===== src/plc_pkg.sv =====
`default_nettype none

package plc_pkg;

	// defaults for the top level parameters
	localparam int CAPACITY_DEF   = 64;
	localparam int ITEM_WIDTH_DEF = 32;

	// fixed width of the item fields on the ports
	localparam int PORT_ITEM_W = 32;

	// request codes
	localparam logic [1:0] OP_APPEND = 2'd0;
	localparam logic [1:0] OP_INSERT = 2'd1;
	localparam logic [1:0] OP_REMOVE = 2'd2;
	localparam logic [1:0] OP_READ   = 2'd3;

	// control broadcast to every cell of the row, already qualified by success
	typedef struct packed {
		logic ins;
		logic rem;
		logic rd;
	} cell_ctrl_t;

endpackage

`default_nettype wire


===== src/plc_cell.sv =====
`default_nettype none

module plc_cell #(
	parameter int ITEM_WIDTH = 32,
	parameter int LEN_W      = 7,
	parameter int IDX        = 0
) (
	input  wire logic                   clk,
	input  wire plc_pkg::cell_ctrl_t    ctrl,
	input  wire logic [LEN_W-1:0]       at,
	input  wire logic [ITEM_WIDTH-1:0]  new_item,
	input  wire logic [ITEM_WIDTH-1:0]  left_item,
	input  wire logic [ITEM_WIDTH-1:0]  right_item,
	output logic      [ITEM_WIDTH-1:0]  item,
	output logic      [ITEM_WIDTH-1:0]  rd_item
);
	import plc_pkg::*;

	localparam logic [LEN_W-1:0] MY_IDX = LEN_W'(IDX);

	logic [ITEM_WIDTH-1:0] item_q;
	logic                  hit;
	logic                  above;

	// where this cell stands against the request position
	assign hit   = (at == MY_IDX);
	assign above = (MY_IDX > at);

	// shift up on insert, shift down on remove, load the new word at the gap
	always_ff @(posedge clk) begin
		if (ctrl.ins && above) begin
			item_q <= left_item;
		end else if (ctrl.ins && hit) begin
			item_q <= new_item;
		end else if (ctrl.rem && (above || hit)) begin
			item_q <= right_item;
		end
	end

	// own word towards the gather tree only when addressed by a read
	assign rd_item = (ctrl.rd && hit) ? item_q : '0;
	assign item    = item_q;

endmodule

`default_nettype wire


===== config.mk =====
export PLATFORM = sky130hd
export DESIGN_NAME = plc_cell
export DESIGN_NICKNAME = d
export VERILOG_FILES = /design/src/plc_pkg.sv /design/src/plc_cell.sv
export SDC_FILE = /design/constraint.sdc
export NUM_CORES = 1
export LEC_CHECK = 0
export ABC_AREA = 1
export BUFFER_PORTS_ARGS = -buffer_cell sky130_fd_sc_hd__buf_2
export CORE_MARGIN = 2
export CORE_UTILIZATION = 39
export CTS_BUF_LIST = sky130_fd_sc_hd__clkbuf_8 sky130_fd_sc_hd__clkbuf_16
export CTS_CLUSTER_SIZE = 10
export DETAILED_ROUTE_END_ITERATION = 10
export PLACE_DENSITY = 0.85
export SYNTH_ARGS = -nofsm -noshare
export SYNTH_HDL_FRONTEND = slang
export SYNTH_SLANG_ARGS = --single-unit

===== constraint.sdc =====
create_clock -name clk -period 3.2 [get_ports clk]
set_input_delay 0.32 -clock clk [delete_from_list [all_inputs] [get_ports clk]]
set_output_delay 0.32 -clock clk [all_outputs]
set_load 0.005 [all_outputs]

==> metrics.log, run 1 <==
INFO  metric cell_taking_the_most_area_after_synthesis = edfxtp_1
INFO  metric num-nets-final = 468
INFO  metric largest_cells_by_area_after_synthesis = edfxtp_1 54%, nand2_1 14%, nand3_1 9.6%
INFO  metric rsz0062_at_grt = no
INFO  metric routed_wl = 4700 µm
INFO  metric finalHoldViolations = 0
INFO  metric fin_setup_tns = 0 ns
INFO  metric worstSetupEndpointType = output pin
INFO  metric fillerInstances = 383
INFO  metric first_global_vias = 1718
INFO  metric finalWeightedCongestion = 0.818
INFO  metric cts_buffer_depth = 2
INFO  metric initial_antenna_violation_count = 0
INFO  metric number_of_warnings_reported_in_the_yosys_synthesis_log = 0
INFO  metric grt.total_usage = 17.9%
INFO  metric drtAntennaViolNets = 0
INFO  metric finalSetupViolations = 0
INFO  metric cts-hold-fix-buffers = 0
INFO  metric power.density_cell_area = 321 nW/µm²
INFO  metric grt_first_pass_wirelength = 7260 µm
INFO  metric cap_violations = 0
INFO  metric cts_resized = 0
INFO  metric post_synth.cell_area_avg = 7.93 µm²
INFO  metric starting_density = 40.5%
INFO  metric cts_post_setup_buffers_inserted = 0
INFO  metric ctsHtreeMaxLevel = 2
INFO  metric worst_ep_arrival_time = 1.44 ns
INFO  metric finalInstanceArea = 2560 µm²
INFO  metric min_path_type = in2reg
INFO  metric synth_top_area_share = 54.1%
INFO  metric largest_reg_flops = 32
INFO  metric synthMostInstantiatedCell = nand2_1
INFO  metric route.vias.total = 1884
INFO  metric multi_input_comb_area = 586 µm²
INFO  metric io_buffers = 138
INFO  metric critical_path.max_fanout = 32
INFO  metric die_width = 71.5 µm
INFO  metric fp-row-count = 24
INFO  metric cts.clk_slew.worst_paths = 0.06 ns
INFO  metric number_of_synthesized_flops_with_an_enable_pin = 32
INFO  metric cellInternalPower = 0.653 mW
INFO  metric slew_violations = 0
INFO  metric final_min_period_over_clock_period = 55.0%
INFO  metric post_route_hold_slack = 0.307 ns
INFO  metric cp_data_required_time = 2.88 ns
INFO  metric route.detailed.vias_per_inst = 4.55
INFO  metric post_synth_most_frequent_cells = 68 x nand2_1, 38 x inv_1, 36 x nor2_1
INFO  metric final_util = 58.4%
INFO  metric grt_overflow_total = 0
INFO  metric power = 0.823 mW
INFO  metric cts.root.buffer_cell = clkbuf_8
INFO  metric tritoncts.num_buffers = 5
INFO  metric die_area = 5110 µm²
INFO  metric syn-num-nets = 331
INFO  metric io_pins = 171
INFO  metric cellLeakagePower = 1.52 nW
INFO  metric yosysUniqueCellTypes = 12
INFO  metric synthesized_flop_and_latch_total = 32
INFO  metric share_of_power_burned_in_the_clock_network = 33.6%
INFO  metric area.growth.synth_to_final = 44.2%
INFO  metric async_set_or_reset_flop_fraction_in_the_synthesized_netlist = 0%
INFO  metric wire_per_inst = 11.3 µm
INFO  metric core-area = 4380 µm²
INFO  metric p_seq_share = 56.5%
INFO  metric fmaxAchievable = 568 MHz
INFO  metric antenna-diode-count = 0
INFO  metric most_instantiated_flip_flop_cell_in_the_synthesis_netlist = edfxtp_1
INFO  metric power.ir.vdd_worst = 0.172 mV
INFO  metric netSwitchingPower = 0.170 mW
INFO  metric status = finished clean
INFO  metric drt_pre_antenna_iters = 4
INFO  metric critical_path.startpoint_type = input pin
INFO  metric post_synthesis_cells = 224
INFO  metric p_sw_share = 20.7%
INFO  metric hold_startpoint = right_item[24]
INFO  metric slew_headroom = 55.9%
INFO  metric crit_start = at[5]
INFO  metric tritoncts = built
INFO  metric grt_start_max_net_pins = 34
INFO  metric drive_gt1_share = 41.4%
INFO  metric floorplan.die.height = 71.5 µm
INFO  metric post-route-min-period = 1.76 ns
INFO  metric numClockSinks = 32
INFO  metric detailedRoute.firstIterationViolations = 59
INFO  metric seqCellArea = 961 µm²
INFO  metric placed_cell_area = 2480 µm²
INFO  metric part_of_the_total_power_dissipated_in_combinational_logic = 9.9%
INFO  metric synth_area = 1780 µm²
INFO  metric dp_hpwl = 3580 µm
INFO  metric route.detailed.drc = 0
INFO  metric tightestPinTransition = 0.659 ns
INFO  metric ys_seq_area_share = 54.1%
INFO  metric setup.worst_path.class = in2out
[power groups by stage]
| stage | Clock, mW | Sequential [mW] | Combinational [mW] |
|---|---|---|---|
| 2_1_floorplan | 0 | 0.474 | 0.0294 |
| 3_3_place_gp | 0 | 0.474 | 0.0791 |
| 3_5_place_dp | 0 | 0.474 | 0.0820 |
| 4_1_cts | 0.287 | 0.465 | 0.0823 |
| 5_1_grt | 0.303 | 0.465 | 0.0933 |
| 6_report | 0.276 | 0.465 | 0.0819 |
[stage by stage]
stage                     setup slack (ns)  cells
after global routing                  1.26    414
after CTS                             1.42    414
after detailed placement              1.28    406
final                                 1.44    414
after global placement                1.33    406
after floorplan                       1.19    224
[metal layers]
layer  share of wire [%]  global-route usage [%]  vias up
li1                    -                       -      961
met1                  39                    17.9      835
met2                  52                    34.6       80
met3                 7.3                    4.64        8
met4                 1.9                    7.34        0
met5                   0                       0        -
[critical path: stages]
cell     delay [ns]
buf_2          0.10
nor2_1         0.11
nand2_1        0.09
nor2_4         0.12
nand2_2        0.34
nor2_1         0.21
buf_2          0.14
[kinds of logic after synthesis]
family	synth area share, %
buffers and inverters	13.0
DFF	54.1
AOI/OAI and AO/OA	0.423
and+or+nand+nor	32.5
[layout make-up]
| cell class | instances | share of cell area [%] |
|---|---|---|
| inverters | 38 | 5.57 |
| clock buffers | 5 | 2.69 |
| well taps | 52 | 2.54 |
| flip-flops and latches | 32 | 37.5 |
| clock inverters | 3 | 0.439 |
| repair buffers | 143 | 28.4 |
| multi-input cells | 141 | 22.9 |
[final timing paths]
path | cells past startpoint | slack (ns) | end
max | 7 | 1.44 | rd_item[15]
min | 3 | 0.31 | item[24]$_DFFE_PP_
[cells in the final DEF (no fill, tap or decap)]
cell	instances
buf_2	138
nand2_1	68
inv_1	40
nor2_1	36
nand3_1	34
edfxtp_1	32
clkbuf_8	5
buf_4	5
nor2_4	1
nand2_2	1
o21a_1	1
clkinv_1	1
(Power assumes the default switching activity.)
==> inputs of run 2 (changes only) <==
--- a/config.mk
+++ b/config.mk
@@ -5,14 +5,14 @@
 export SDC_FILE = /design/constraint.sdc
 export NUM_CORES = 1
 export LEC_CHECK = 0
-export ABC_AREA = 1
+export ABC_AREA = 0
 export BUFFER_PORTS_ARGS = -buffer_cell sky130_fd_sc_hd__buf_2
 export CORE_MARGIN = 2
-export CORE_UTILIZATION = 39
+export CORE_UTILIZATION = 33
 export CTS_BUF_LIST = sky130_fd_sc_hd__clkbuf_8 sky130_fd_sc_hd__clkbuf_16
 export CTS_CLUSTER_SIZE = 10
 export DETAILED_ROUTE_END_ITERATION = 10
-export PLACE_DENSITY = 0.85
+export PLACE_DENSITY = 0.78
 export SYNTH_ARGS = -nofsm -noshare
 export SYNTH_HDL_FRONTEND = slang
 export SYNTH_SLANG_ARGS = --single-unit
==> constraint.sdc (replaced) <==
create_clock -name clk -period 1.6 [get_ports clk]
set_input_delay 0.16 -clock clk [delete_from_list [all_inputs] [get_ports clk]]
set_output_delay 0.16 -clock clk [all_outputs]
set_load 0.005 [all_outputs]
==> metrics.log, run 2 <==
INFO  metric starting_density = 34.2%
INFO  metric io_pins = 171
INFO  metric worstPathCellList = buf_2, nor4_4, and3_1, buf_4, and2_1, buf_2
INFO  metric largest_cells_by_area_after_synthesis = edfxtp_1 55%, mux2_4 26%, and2_1 12%
INFO  metric drt_pre_antenna_iters = 4
INFO  metric grt_first_pass_wirelength = 6820 µm
INFO  metric rsz0062_at_grt = no
INFO  metric most_instantiated_flip_flop_cell_in_the_synthesis_netlist = edfxtp_1
INFO  metric setup.worst_path.class = in2out
INFO  metric power = 1.67 mW
INFO  metric detailedRoute.firstIterationViolations = 46
INFO  metric cell_taking_the_most_area_after_synthesis = edfxtp_1
INFO  metric antenna-diode-count = 0
INFO  metric drtAntennaViolNets = 0
INFO  metric syn-num-nets = 214
INFO  metric finalInstanceArea = 2620 µm²
INFO  metric post-route-min-period = 1.47 ns
INFO  metric floorplan.die.height = 76.5 µm
INFO  metric cap_violations = 0
INFO  metric numClockSinks = 32
INFO  metric number_of_warnings_reported_in_the_yosys_synthesis_log = 0
INFO  metric largest_reg_flops = 32
INFO  metric placed_cells = 316
INFO  metric timing.critical_path.buf_inv = 3
INFO  metric fp-row-count = 26
INFO  metric placed_cell_area = 2540 µm²
INFO  metric synthesized_flop_and_latch_total = 32
INFO  metric finalHoldViolations = 0
INFO  metric mostFrequentLayoutCell = buf_2
INFO  metric grt_overflow_total = 0
INFO  metric die_width = 76.5 µm
INFO  metric io_buffers = 138
INFO  metric cts_post_setup_buffers_inserted = 0
INFO  metric slew_violations = 0
INFO  metric fmaxAchievable = 680 MHz
INFO  metric synth.mux.area_fraction = 27.3%
INFO  metric slowest_stage = nor4_4
INFO  metric drive_gt1_share = 72.8%
INFO  metric post_route_hold_slack = 0.183 ns
INFO  metric finalWeightedCongestion = 0.776
INFO  metric cts.root.buffer_cell = clkbuf_8
INFO  metric number_of_synthesized_flops_with_an_enable_pin = 32
INFO  metric cp_data_required_time = 1.44 ns
INFO  metric initial_antenna_violation_count = 0
INFO  metric worst_ep_arrival_time = 1.31 ns
INFO  metric post_synthesis_cells = 107
INFO  metric finalSetupViolations = 0
INFO  metric num-nets-final = 360
INFO  metric route.detailed.drc = 0
INFO  metric synth-adder-area-share = 0%
INFO  metric post_synth_xor_area_fraction = 0%
INFO  metric yosysUniqueCellTypes = 11
INFO  metric final_util = 51.7%
INFO  metric tritoncts.num_buffers = 5
INFO  metric final_min_period_over_clock_period = 91.9%
INFO  metric synth_top_family_by_area = multiplexers
INFO  metric post_synth_most_frequent_cells = 32 x and2_1, 32 x edfxtp_1, 30 x mux2_4
INFO  metric synthSimpleGateAreaFrac = 14.0%
INFO  metric critical_path.max_fanout = 9
INFO  metric core-area = 5070 µm²
INFO  metric tightestPinTransition = 0.296 ns
INFO  metric max_stage_delay = 0.34 ns
INFO  metric cts_buffer_depth = 2
INFO  metric cts.clk_slew.worst_paths = 0.07 ns
INFO  metric layout.cells.most_common_list = 138 x buf_2, 32 x and2_1, 32 x edfxtp_1
INFO  metric cts_resized = 0
INFO  metric ys_seq_area_share = 55.4%
INFO  metric cellLeakagePower = 1.38 nW
INFO  metric ctsHtreeMaxLevel = 2
INFO  metric synth_compound_area_share = 0.577%
INFO  metric grt.total_usage = 14.8%
INFO  metric crit_family = simple AND/OR/NAND/NOR gates
INFO  metric post_synth.cell_area_avg = 16.2 µm²
INFO  metric async_set_or_reset_flop_fraction_in_the_synthesized_netlist = 0%
INFO  metric route.vias.total = 1371
INFO  metric area.growth.synth_to_final = 51.1%
INFO  metric status = finished clean
INFO  metric die_area = 5850 µm²
INFO  metric power.density_cell_area = 636 nW/µm²
INFO  metric synth_area = 1740 µm²
INFO  metric layout.cells.non_filler = 324
INFO  metric tritoncts = built
INFO  metric worstSetupEndpointType = output pin
INFO  metric dp_hpwl = 3640 µm
INFO  metric critical_path.startpoint_type = input pin
INFO  metric route.detailed.vias_per_inst = 4.23
INFO  metric routed_wl = 4310 µm
INFO  metric grt_start_max_net_pins = 24
INFO  metric slew_headroom = 80.1%
INFO  metric synth_top_area_share = 55.4%
INFO  metric wire_per_inst = 13.3 µm
INFO  metric first_global_vias = 1416
INFO  metric timing.critical_path.mode_cell = buf_2
INFO  metric cts-hold-fix-buffers = 0
INFO  metric min_path_type = in2reg
INFO  metric power.ir.vdd_worst = 0.567 mV
==> run 2: layout make-up <==
class | count | area, µm²
fillers | 457 | 2450
well taps | 70 | 87.6
multi-input cells | 69 | 726
flip-flops and latches | 32 | 961
repair buffers | 145 | 768
clock inverters | 3 | 11.3
clock buffers | 5 | 68.8
==> run 2: per-layer routing <==
metal	up-vias	track usage, %	wire length, µm
li1	677	-	-
met1	627	15.5	1610
met2	60	28.2	2400
met3	7	3.44	225
met4	0	5.82	71
met5	-	0	0
==> run 2: power breakdown <==
group	internal (mW)	switching, mW
logic	0.125	0.0508
clock network	0.289	0.274
registers	0.927	0.00176
==> run 2: path summary, 6_finish.rpt <==
check / depth (start not counted) / start / slack [ns] / endpoint
worst min-delay path: 2 / right_item[1] / 0.18 / item[1]$_DFFE_PP_
worst max-delay path: 6 / at[3] / 0.13 / rd_item[5]
==> run 2: kinds of logic (layout without fill, tap and decap cells) <==
logic type | count (synthesis) | after routing
and+or+nand+nor | 36 | 36
buffers and inverters | 6 | 153
muxes | 32 | 32
DFF | 32 | 32
AOI/OAI and AO/OA | 1 | 1
==> run 2: metrics by stage <==
step,setup slack (ns),TNS (ns)
floorplan,0.139,0
global placement,0.0291,0
detailed placement,-0.00689,-0.0148
CTS,0.106,0
global route,0.0378,0
finish,0.129,0
